### src/design/prt_pkg.sv
// ----------------------------------------------------------------------------
// prt_pkg
// Shared types, constants and codes for the per-layer range tracker.
// ----------------------------------------------------------------------------
package prt_pkg;

    // Table depth and count width.
    localparam int MAX_LAYERS = 16;
    localparam int COUNT_BITS = 24;

    localparam int ADDR_W = (MAX_LAYERS > 1) ? $clog2(MAX_LAYERS) : 1;
    localparam int USED_W = $clog2(MAX_LAYERS + 1);

    // Fixed field widths of the result word.
    localparam int LIDX_W    = 5;
    localparam int SAMPLES_W = 24;

    localparam logic [COUNT_BITS-1:0] COUNT_MAX = {COUNT_BITS{1'b1}};

    // Bounding box corner start values, +/-10000.0 in Q16.16.
    localparam logic signed [31:0] BOX_LOW_RESET  = 32'sd655360000;
    localparam logic signed [31:0] BOX_HIGH_RESET = -32'sd655360000;

    typedef enum logic [1:0] {
        S_IDLE,
        S_READ,
        S_UPDATE
    } t_state;

    typedef struct packed {
        logic signed [31:0] pos_x;
        logic signed [31:0] pos_y;
        logic signed [31:0] pos_z;
        logic signed [31:0] density;
    } t_sample;

    typedef struct packed {
        logic [LIDX_W-1:0]    layer_index;
        logic                 new_layer;
        logic [SAMPLES_W-1:0] layer_samples;
        logic signed [31:0]   layer_den_min;
        logic signed [31:0]   layer_den_max;
        logic signed [31:0]   box_min_x;
        logic signed [31:0]   box_max_x;
        logic signed [31:0]   box_min_y;
        logic signed [31:0]   box_max_y;
        logic signed [31:0]   box_min_z;
        logic signed [31:0]   box_max_z;
        logic                 table_full;
    } t_result;

    // Outcome of the key search.
    typedef struct packed {
        logic              hit;
        logic              full;
        logic [ADDR_W-1:0] idx;
    } t_lookup;

    // One layer entry held in the layer memory.
    typedef struct packed {
        logic signed [31:0]    den_min;
        logic signed [31:0]    den_max;
        logic [COUNT_BITS-1:0] count;
    } t_layer_rec;

    typedef struct packed {
        logic signed [31:0] min_x;
        logic signed [31:0] max_x;
        logic signed [31:0] min_y;
        logic signed [31:0] max_y;
        logic signed [31:0] min_z;
        logic signed [31:0] max_z;
    } t_box;

endpackage

### src/design/prt_key_match.sv
// ----------------------------------------------------------------------------
// prt_key_match
// Layer key registers with a parallel exact-match search and allocation.
// ----------------------------------------------------------------------------
module prt_key_match
    import prt_pkg::*;
(
    input  logic               i_clk,
    input  logic               i_rst_n,
    input  logic signed [31:0] i_key,
    input  logic               i_alloc,
    input  logic [ADDR_W-1:0]  i_alloc_idx,
    output t_lookup            o_lookup
);

    logic signed [31:0] r_key [MAX_LAYERS];
    logic [USED_W-1:0]  r_used;
    logic               hit;
    logic [ADDR_W-1:0]  hit_idx;

    // Key store: no reset, entries at or above the fill count are never compared.
    always_ff @(posedge i_clk) begin
        if (i_alloc) begin
            r_key[i_alloc_idx] <= i_key;
        end
    end

    always_ff @(posedge i_clk) begin
        if (!i_rst_n) begin
            r_used <= '0;
        end else if (i_alloc) begin
            r_used <= r_used + USED_W'(1);
        end
    end

    // Lowest matching entry wins.
    always_comb begin
        hit     = 1'b0;
        hit_idx = '0;
        for (int i = MAX_LAYERS - 1; i >= 0; i--) begin
            if ((USED_W'(i) < r_used) && (r_key[i] == i_key)) begin
                hit     = 1'b1;
                hit_idx = ADDR_W'(i);
            end
        end
    end

    always_comb begin
        o_lookup.hit  = hit;
        o_lookup.full = !hit && (r_used == USED_W'(MAX_LAYERS));
        o_lookup.idx  = hit ? hit_idx : r_used[ADDR_W-1:0];
    end

endmodule

### src/design/prt_layer_store.sv
// ----------------------------------------------------------------------------
// prt_layer_store
// Layer memory (min, max, count) with registered read and the update logic.
// ----------------------------------------------------------------------------
module prt_layer_store
    import prt_pkg::*;
(
    input  logic               i_clk,
    input  logic               i_rd_en,
    input  logic [ADDR_W-1:0]  i_rd_addr,
    input  logic               i_wr_en,
    input  t_lookup            i_lookup,
    input  logic signed [31:0] i_den,
    output t_layer_rec         o_rec
);

    t_layer_rec r_mem [MAX_LAYERS];
    t_layer_rec r_rdata;

    always_ff @(posedge i_clk) begin
        if (i_rd_en) begin
            r_rdata <= r_mem[i_rd_addr];
        end
        if (i_wr_en) begin
            r_mem[i_lookup.idx] <= o_rec;
        end
    end

    // Merge on a hit, seed a fresh entry on a miss.
    always_comb begin
        if (i_lookup.hit) begin
            o_rec.den_min = (i_den < r_rdata.den_min) ? i_den : r_rdata.den_min;
            o_rec.den_max = (i_den > r_rdata.den_max) ? i_den : r_rdata.den_max;
            o_rec.count   = (r_rdata.count != COUNT_MAX) ?
                            r_rdata.count + COUNT_BITS'(1) : r_rdata.count;
        end else begin
            o_rec.den_min = i_den;
            o_rec.den_max = i_den;
            o_rec.count   = COUNT_BITS'(1);
        end
    end

endmodule

### src/design/prt_box.sv
// ----------------------------------------------------------------------------
// prt_box
// Bounding box corner registers.
// ----------------------------------------------------------------------------
module prt_box
    import prt_pkg::*;
(
    input  logic    i_clk,
    input  logic    i_rst_n,
    input  logic    i_en,
    input  t_sample i_sample,
    output t_box    o_box
);

    t_box r_box;
    t_box n_box;

    always_comb begin
        n_box       = r_box;
        n_box.min_x = (i_sample.pos_x < r_box.min_x) ? i_sample.pos_x : r_box.min_x;
        n_box.max_x = (i_sample.pos_x > r_box.max_x) ? i_sample.pos_x : r_box.max_x;
        n_box.min_y = (i_sample.pos_y < r_box.min_y) ? i_sample.pos_y : r_box.min_y;
        n_box.max_y = (i_sample.pos_y > r_box.max_y) ? i_sample.pos_y : r_box.max_y;
        n_box.min_z = (i_sample.pos_z < r_box.min_z) ? i_sample.pos_z : r_box.min_z;
        n_box.max_z = (i_sample.pos_z > r_box.max_z) ? i_sample.pos_z : r_box.max_z;
    end

    always_ff @(posedge i_clk) begin
        if (!i_rst_n) begin
            r_box.min_x <= BOX_LOW_RESET;
            r_box.max_x <= BOX_HIGH_RESET;
            r_box.min_y <= BOX_LOW_RESET;
            r_box.max_y <= BOX_HIGH_RESET;
            r_box.min_z <= BOX_LOW_RESET;
            r_box.max_z <= BOX_HIGH_RESET;
        end else if (i_en) begin
            r_box <= n_box;
        end
    end

    assign o_box = r_box;

endmodule

### src/design/per_layer_range_tracker.sv
// ----------------------------------------------------------------------------
// per_layer_range_tracker
// Groups samples by z and tracks per-layer density range, count and box.
// ----------------------------------------------------------------------------
// Each accepted sample is handled in order: the word is latched, the key
// registers are searched and the layer memory read, then the entry is merged
// and written back; the registered result word shows on o_result with o_valid
// for exactly one cycle right after. busy is high in the read and update
// states, so no new word is taken while one is in work; a new word may be
// started in the cycle its predecessor's result is shown. The receiver
// cannot stall, so capture o_result whenever o_valid is high. A sample whose
// z is new once all layers are in use is reported with table_full set,
// layer_index equal to the layer count and zeroed layer fields; the bounding
// box still follows every sample.
// ----------------------------------------------------------------------------
module per_layer_range_tracker
    import prt_pkg::*;
(
    input  logic    i_clk,
    input  logic    i_rst_n,
    input  logic    start,
    input  t_sample i_sample,
    output logic    busy,
    output logic    o_valid,
    output t_result o_result
);

    t_state     r_state;
    t_state     n_state;
    t_sample    r_sample;
    t_lookup    r_lookup;
    t_lookup    lookup;
    t_layer_rec rec;
    t_box       box;
    t_result    r_result;
    t_result    n_result;
    logic       r_valid;

    logic accept;
    logic rd_en;
    logic wr_en;
    logic alloc;
    logic box_en;
    logic res_load;

    assign accept = start && !busy;

    // Next state: idle -> read -> update -> idle.
    always_comb begin
        n_state = r_state;
        unique case (r_state)
            S_IDLE:   if (accept) n_state = S_READ;
            S_READ:   n_state = S_UPDATE;
            S_UPDATE: n_state = S_IDLE;
            default:  n_state = S_IDLE;
        endcase
    end

    // Control outputs per state.
    always_comb begin
        busy     = 1'b0;
        rd_en    = 1'b0;
        box_en   = 1'b0;
        res_load = 1'b0;
        unique case (r_state)
            S_IDLE: begin
            end
            S_READ: begin
                busy   = 1'b1;
                rd_en  = 1'b1;
                box_en = 1'b1;
            end
            S_UPDATE: begin
                busy     = 1'b1;
                res_load = 1'b1;
            end
            default: begin
            end
        endcase
    end

    // Write back on a hit or a fresh entry; drop when the table is full.
    assign wr_en = res_load && !r_lookup.full;
    assign alloc = res_load && !r_lookup.hit && !r_lookup.full;

    always_ff @(posedge i_clk) begin
        if (!i_rst_n) begin
            r_state <= S_IDLE;
            r_valid <= 1'b0;
        end else begin
            r_state <= n_state;
            r_valid <= res_load;
        end
    end

    // Hold the sample and the search outcome for the update cycle.
    always_ff @(posedge i_clk) begin
        if (accept) begin
            r_sample <= i_sample;
        end
        if (rd_en) begin
            r_lookup <= lookup;
        end
    end

    prt_key_match u_keys (
        .i_clk       (i_clk),
        .i_rst_n     (i_rst_n),
        .i_key       (r_sample.pos_z),
        .i_alloc     (alloc),
        .i_alloc_idx (r_lookup.idx),
        .o_lookup    (lookup)
    );

    prt_layer_store u_store (
        .i_clk     (i_clk),
        .i_rd_en   (rd_en),
        .i_rd_addr (lookup.idx),
        .i_wr_en   (wr_en),
        .i_lookup  (r_lookup),
        .i_den     (r_sample.density),
        .o_rec     (rec)
    );

    prt_box u_box (
        .i_clk    (i_clk),
        .i_rst_n  (i_rst_n),
        .i_en     (box_en),
        .i_sample (r_sample),
        .o_box    (box)
    );

    // Assemble the result word.
    always_comb begin
        n_result.box_min_x  = box.min_x;
        n_result.box_max_x  = box.max_x;
        n_result.box_min_y  = box.min_y;
        n_result.box_max_y  = box.max_y;
        n_result.box_min_z  = box.min_z;
        n_result.box_max_z  = box.max_z;
        n_result.table_full = r_lookup.full;
        if (r_lookup.full) begin
            n_result.layer_index   = LIDX_W'(MAX_LAYERS);
            n_result.new_layer     = 1'b0;
            n_result.layer_samples = '0;
            n_result.layer_den_min = '0;
            n_result.layer_den_max = '0;
        end else begin
            n_result.layer_index   = LIDX_W'(r_lookup.idx);
            n_result.new_layer     = !r_lookup.hit;
            n_result.layer_samples = SAMPLES_W'(rec.count);
            n_result.layer_den_min = rec.den_min;
            n_result.layer_den_max = rec.den_max;
        end
    end

    always_ff @(posedge i_clk) begin
        if (res_load) begin
            r_result <= n_result;
        end
    end

    assign o_valid  = r_valid;
    assign o_result = r_result;

endmodule

### config.mk
export PLATFORM = sky130hd
export DESIGN_NAME = per_layer_range_tracker
export DESIGN_NICKNAME = d
export VERILOG_FILES = /design/src/design/prt_pkg.sv /design/src/design/prt_key_match.sv /design/src/design/prt_layer_store.sv /design/src/design/prt_box.sv /design/src/design/per_layer_range_tracker.sv
export SDC_FILE = /design/constraint.sdc
export NUM_CORES = 2
export LEC_CHECK = 0
export ABC_AREA = 1
export BUFFER_PORTS_ARGS = -buffer_cell sky130_fd_sc_hd__buf_2
export CAP_MARGIN = 20
export CORE_ASPECT_RATIO = 0.6
export CORE_MARGIN = 1
export CORE_UTILIZATION = 31
export DETAILED_ROUTE_END_ITERATION = 8
export PLACE_DENSITY_LB_ADDON = 0.2
export SLEW_MARGIN = 20
export SYNTH_ARGS = -nofsm -noshare
export SYNTH_HDL_FRONTEND = slang
export SYNTH_SLANG_ARGS = --single-unit
export TNS_END_PERCENT = 5
### constraint.sdc
create_clock -name i_clk -period 14.82 [get_ports i_clk]
set_clock_uncertainty 0.15 [all_clocks]
set_input_delay 0 -clock i_clk [delete_from_list [all_inputs] [get_ports i_clk]]
set_output_delay 0 -clock i_clk [all_outputs]
set_load 0.03 [all_outputs]
# Word level (Yosys, flattened, before mapping)

Memory sizes are Yosys's and may differ from the RTL's. A register that Yosys moved wholly into a read port is not among the register bits.
Cells that the tools add are included.

Register bits after elaboration: 621
Bits in latches: 0
Memory bits (writable): 1920
ROM bits: 0
Input bits: 131
Output and inout port bits: 289
Logic and storage cells: 158
Memories: 2

Memories:

| memory        | depth | width | read ports | clocked after Yosys merged registers in | wr ports | line                  | RTL |
|---|---|---|---|---|---|---|---|
| u_store.r_mem | 16    | 88    | 1          | 1                                       | 1        | prt_layer_store.sv:17 | `t_layer_rec r_mem [MAX_LAYERS];` |
| u_keys.r_key  | 16    | 32    | 16         | 0                                       | 1        | prt_key_match.sv:16   | `logic signed [31:0] r_key [MAX_LAYERS];` |

Add/sub/neg operators: 2
$mul: 0
Div/mod/pow operators: 0
Magnitude comparators: 24
Equality and inequality tests: 21
Shift-type cells: 0
Muxes and demuxes: 47
Bitwise logic cells: 0
Reductions and logical operators: 33

Operator list:

| cell                                                                | number |
|---|---|
| 32-bit == test                                                      | 16 |
| 32-bit greater-than comparator                                      | 4 |
| 32-bit < comparator                                                 | 4 |
| 94-bit 2-to-1 mux                                                   | 1 |
| 88-bit 2-to-1 mux                                                   | 1 |
| 4-bit 2-to-1 mux                                                    | 17 |
| 32-bit 2-to-1 mux                                                   | 2 |
| 4-bit by 5-bit < comparator with 1-bit output, first input constant | 8 |
| 24-bit by 1-bit adder with 24-bit output, second input constant     | 1 |
| 24-bit 2-to-1 mux                                                   | 1 |
| 24-bit inequality test, second input constant                       | 1 |
| 1-bit 2-to-1 mux                                                    | 23 |
| 1-bit logical AND                                                   | 21 |
| 3-bit by 5-bit < comparator with 1-bit output, first input constant | 4 |
| 2-bit AND reduction                                                 | 6 |
| 1-bit by 5-bit < comparator with 1-bit output, first input constant | 2 |
| 2-bit by 5-bit < comparator with 1-bit output, first input constant | 2 |
| 5-bit by 1-bit adder with 5-bit output, second input constant       | 1 |
| 5-bit == test, second input constant                                | 1 |
| 1-bit logical NOT                                                   | 4 |
| 2-bit one-hot mux with 2 select lines                               | 1 |
| 2-bit by 1-bit == test with 1-bit output, second input constant     | 1 |
| 2-bit == test, second input constant                                | 1 |
| 2-bit logical NOT                                                   | 1 |
| other kinds (3)                                                     | 3 |

# Depth between registers and ports, before layout

Depth after elaboration: 20
Mapped depth: 35
Mapped depth without buffers: 30

# Cells and area by module

From an unflattened synthesis, not the netlist that was laid out.

Cells, all modules: 8974
Area, all modules: 112166.3 um^2

By module, submodules not included:

| module                  | times used | cells an instance | area an instance (um^2) | seq. area each (um^2) |
|---|---|---|---|---|
| prt_layer_store         | 1          | 4467              | 62127.1                 | 44923.1 |
| prt_key_match           | 1          | 1857              | 23212.3                 | 15474.8 |
| per_layer_range_tracker | 1          | 642               | 13590.5                 | 12672.2 |
| prt_box                 | 1          | 2008              | 13236.4                 | 3843.7 |

# Worst setup path before layout

OpenSTA, ideal clock, no wires.

Path type: flip-flop to flip-flop
Start point: reg r_state[0]
End point: mem u_store.r_mem[5][0] in the netlist's numbering (enable)
Library setup time: 0.534 ns
Arrival time: 12.535 ns
Required time: 14.136 ns
Path slack: 1.601 ns
Cell stages (with the launch flop): 5
Path buffers: 0
Clock period less this slack: 13.219 ns
Cells stage by stage: dfxtp_1 -> inv_1 -> ha_1 -> nand3_1 -> nor2_1

Longest elaborated chain between the ends: 5

RTL lines:

| element                                | line                          | RTL |
|---|---|---|
| start, declared                        | per_layer_range_tracker.sv:28 | `t_state r_state;` |
| start signal, assigned                 | per_layer_range_tracker.sv:91 | `r_state <= n_state;` |
| 2-bit == test                          | per_layer_range_tracker.sv:65 | `unique case (r_state)` |
| 1-bit 2-to-1 mux                       | per_layer_range_tracker.sv:65 |  |
| via res_load                           | per_layer_range_tracker.sv:44 | `logic res_load;` |
| 1-bit logical AND                      | per_layer_range_tracker.sv:83 | `assign wr_en = res_load && !r_lookup.full;` |
| 1-bit 2-to-1 mux                       | prt_layer_store.sv:24         | `if (i_wr_en) begin` |
| 1-bit 2-to-1 mux (not written as such) | prt_layer_store.sv:25         | `r_mem[i_lookup.idx] <= o_rec;` |
| end, declared                          | prt_layer_store.sv:17         |  |

The timed path passes the listed nets, and every way through them passes these cells.

# Worst setup path after layout

Start point: reg r_sample[50] in the netlist's numbering
End point: reg u_store.r_rdata[37] (netlist name)

Longest elaborated chain between the ends: 19
Elaborated cells on any way between the ends: 65
Those cells by class: eq/ne: 16; mux: 33; reduce/logical: 16

RTL lines:

| element                                                             | line                          | RTL |
|---|---|---|
| start, declared                                                     | per_layer_range_tracker.sv:30 | `t_sample r_sample;` |
| start signal, assigned                                              | per_layer_range_tracker.sv:99 | `r_sample <= i_sample;` |
| 32-bit == test                                                      | prt_key_match.sv:41           | `if ((USED_W'(i) < r_used) && (r_key[i] == i_key)) begin` |
| 1-bit logical AND                                                   | prt_key_match.sv:41           |  |
| 4-bit 2-to-1 mux or 1-bit 2-to-1 mux (tied branches) (16 in series) | prt_key_match.sv:41           |  |
| 4-bit 2-to-1 mux (*)                                                | prt_key_match.sv:51           | `o_lookup.idx = hit ? hit_idx : r_used[ADDR_W-1:0];` |

Mark *: on every way between the ends. The rest lies on a longest branch, timed or not.
A chain may end at the register's enable or synchronous reset.

==> flow_summary.json <==
{
  "switchingPower_mw": 7.489,
  "syn_inst": 9760,
  "clockBufferDepth": 4,
  "combPwrFrac_pct": 24.0,
  "clk_pin_slew_ns": 0.06,
  "post_drt_via_cell_ratio": 5.028,
  "rsz0062_at_grt": "false",
  "clk_latency_ns": 0.88,
  "ios": 420,
  "die_x_um": 777.7,
  "cp-end-kind": "flop",
  "grt_antenna_before_repair": 17,
  "p_int_mw": 14.90,
  "rows": 170,
  "synth_top_family_by_area": "simple AND/OR/NAND/NOR gates",
  "ys_warn_count": 0,
  "placed_area_um2": 119100,
  "cts_tree": "built",
  "io_buffers": 419,
  "setup_ws_ns": 7.097,
  "fmax_ghz": 0.1295,
  "switching_share_pct": 33.45,
  "syn_area_um2": 111900,
  "holdBufCountCts": 258,
  "yosys-top-cells-count": "nand2_1, edfxtp_1, nand3_1",
  "clock-sinks": 2628,
  "hold-worst-slack_ns": 0.08836,
  "slew_headroom_pct": 11.52,
  "timing.final.crit_period_ns": 7.723,
  "synthXorXnorAreaFrac_pct": 2.034,
  "critPathMostFrequentCell": "nand2_1",
  "synth_edf_count": 2428,
  "worstHoldStart": "i_rst_n",
  "stdcell_area_um2": 130500,
  "ir_worst_vdd_uv": 83.11,
  "grt_pass1_vias": 72750,
  "dp_hpwl_um": 213700,
  "drtIter0Drc": 7968,
  "vias": 77320,
  "period_share_pct": 52.11,
  "worstPathArrival_ns": 8.31,
  "slew_viol_final": 0,
  "pwr-share-seq_pct": 44.8,
  "synth_area_per_cell_um2": 11.47,
  "cts_root_buffer": "clkbuf_16",
  "post-place-ws_ns": 7.372,
  "synthAdderAreaFrac_pct": 2.895,
  "initial_core_util_pct": 31.23,
  "power.leakage_nw": 48.99,
  "final_nets": 10740,
  "clkPwrFrac_pct": 31.2,
  "startpoint": "r_sample[50]",
  "grt_overflow_total": 0,
  "syn-num-nets": 10150,
  "hold_viol_final": 0,
  "yosys.area_share.simple_pct": 17.93,
  "setup.worst_path.start_class": "flop",
  "status": "complete, no violations",
  "slowest_stage": "buf_4",
  "worstSetupPathType": "reg2reg",
  "routedWlPerCell_um": 24.44,
  "synth_top_area_share_pct": 65.14,
  "ant_nets": 0,
  "setup_viol": 0,
  "final_layout_size_suffix_gt1_share_pct": 10.37,
  "worst_pin_slew_ns": 1.313,
  "yosys.area.top_type": "edfxtp_1",
  "cts_buffers": 275,
  "post_cts_buffers": 0,
  "worstHoldPathType": "in2reg",
  "wirelength_um": 375800,
  "tns_ns": 0,
  "synthMuxAreaShare_pct": 0,
  "final_util_pct": 36.42,
  "async_flop_share_pct": 0,
  "drt_pass1_iterations": 8,
  "area_growth_pct": 16.64,
  "synth_area_leaders": "edfxtp_1, nand2_1, nand3_1",
  "powerDensity_nw_per_um2": 171.5,
  "htreeDepth": 5,
  "core-area_um2": 358400,
  "crit_buf_inv": 7,
  "yosysMostFrequentCell": "nand2_1",
  "drc_errors": 0,
  "worst_path_dominant_cell_family": "buffers and inverters",
  "synthFlopType": "edfxtp_1",
  "grt_max_degree": 202,
  "synth_compound_area_share_pct": 4.013,
  "cts_resized": 0,
  "r2r-start": "r_sample[50]",
  "slowest_delay_ns": 0.69,
  "drv_cap": 0,
  "grt_use_total_pct": 19.96,
  "dieHeight_um": 467.4,
  "routabilityCongestion": 0.8928,
  "grt_pass1_wl_um": 534300,
  "synth_seq_cells": 2628,
  "crit_required_ns": 15.41,
  "synth.distinct_cells": 60,
  "seq_area_frac_synth_pct": 68.72,
  "dieArea_um2": 363500,
  "path_max_fanout": 197
}
## area by class of cell
class	count	area (µm²)
fillers	34870	227900
repair buffers	843	6218
well taps	4816	6026
diodes	6	15.01
clock buffers	346	7471
multi-input cells	6026	30410
flip-flops and latches	2628	76910
clock inverters	140	1320
inverters	574	2175
## registers in the layout (all words and copies together), names as in the netlist, 2 cells and up
name	flops
o_result	286
r_lookup	5
r_sample	128
r_state	2
u_box.o_box	192
u_keys.r_key	512
u_keys.r_used	5
u_store.r_mem	1408
u_store.r_rdata	88
## logic make-up after synthesis
group	Yosys count
DFF	2628
xor gates and xnor gates	260
adders and majority gates	259
buffers and inverters	1106
AOI/OAI and AO/OA	787
and+or+nand+nor	4720
## worst paths after layout
| path | to | slack [ns] | cells past startpoint |
|---|---|---|---|
| setup / recovery | u_store.r_rdata[37] | 7.10 | 34 |
| hold / removal | u_box.o_box[120] | 0.09 | 3 |
| hold reg to reg | o_result[151] | 0.24 | 0 |
| setup reg to reg | u_store.r_rdata[37] | 7.10 | 34 |
## layer usage
| metal | GRT usage [%] | part of all wire [%] |
|---|---|---|
| met4 | 4.007 | 2.0 |
| met1 | 30.72 | 48 |
| met5 | 0 | 0.0035 |
| met2 | 29.12 | 42 |
| met3 | 3.720 | 7.9 |
## cell usage in the layout, fill, tap and decap left out, drive strengths merged, types with 10 or more instances in the layout
master and count:
nor3 61, ha 259, edfxtp 2428, buf 585
clkbuf 346, o22ai 39, a211oi 21, clkinv 100
inv 583, a22o 21, xnor2 211, o211ai 53
nand3 1306, nor4 44, bufinv 22, o21ai 302
or2 46, dfxtp 200, nand2 2843, nand4 108
nor2 281, a21oi 282, dlygate4sd3 258, a221oi 17
xor2 49, a31oi 10
## power groups by stage
stage	combinational (mW)	clock [mW]	sequential, mW
6_report	5.37	6.98	10.0
5_1_grt	5.88	7.39	10.1
4_1_cts	5.36	7.14	10.0
3_5_place_dp	5.29	0	10.2
3_3_place_gp	5.22	0	10.2
2_1_floorplan	2.85	0	10.5
## worst register-to-register path, delay by kind of cell, from the launching register on
kind,cells,cell delay [ns]
buf+inv,7,3.73
flops,1,0.32
simple gates,27,3.40
## per-stage QoR
stage	total power, mW	cells
global placement	15.40	14630
detailed placement	15.48	14630
floorplan	13.36	9760
CTS	22.54	15370
finish	22.39	15380
global route	23.37	15370
Power figures use the tool's default switching activity.
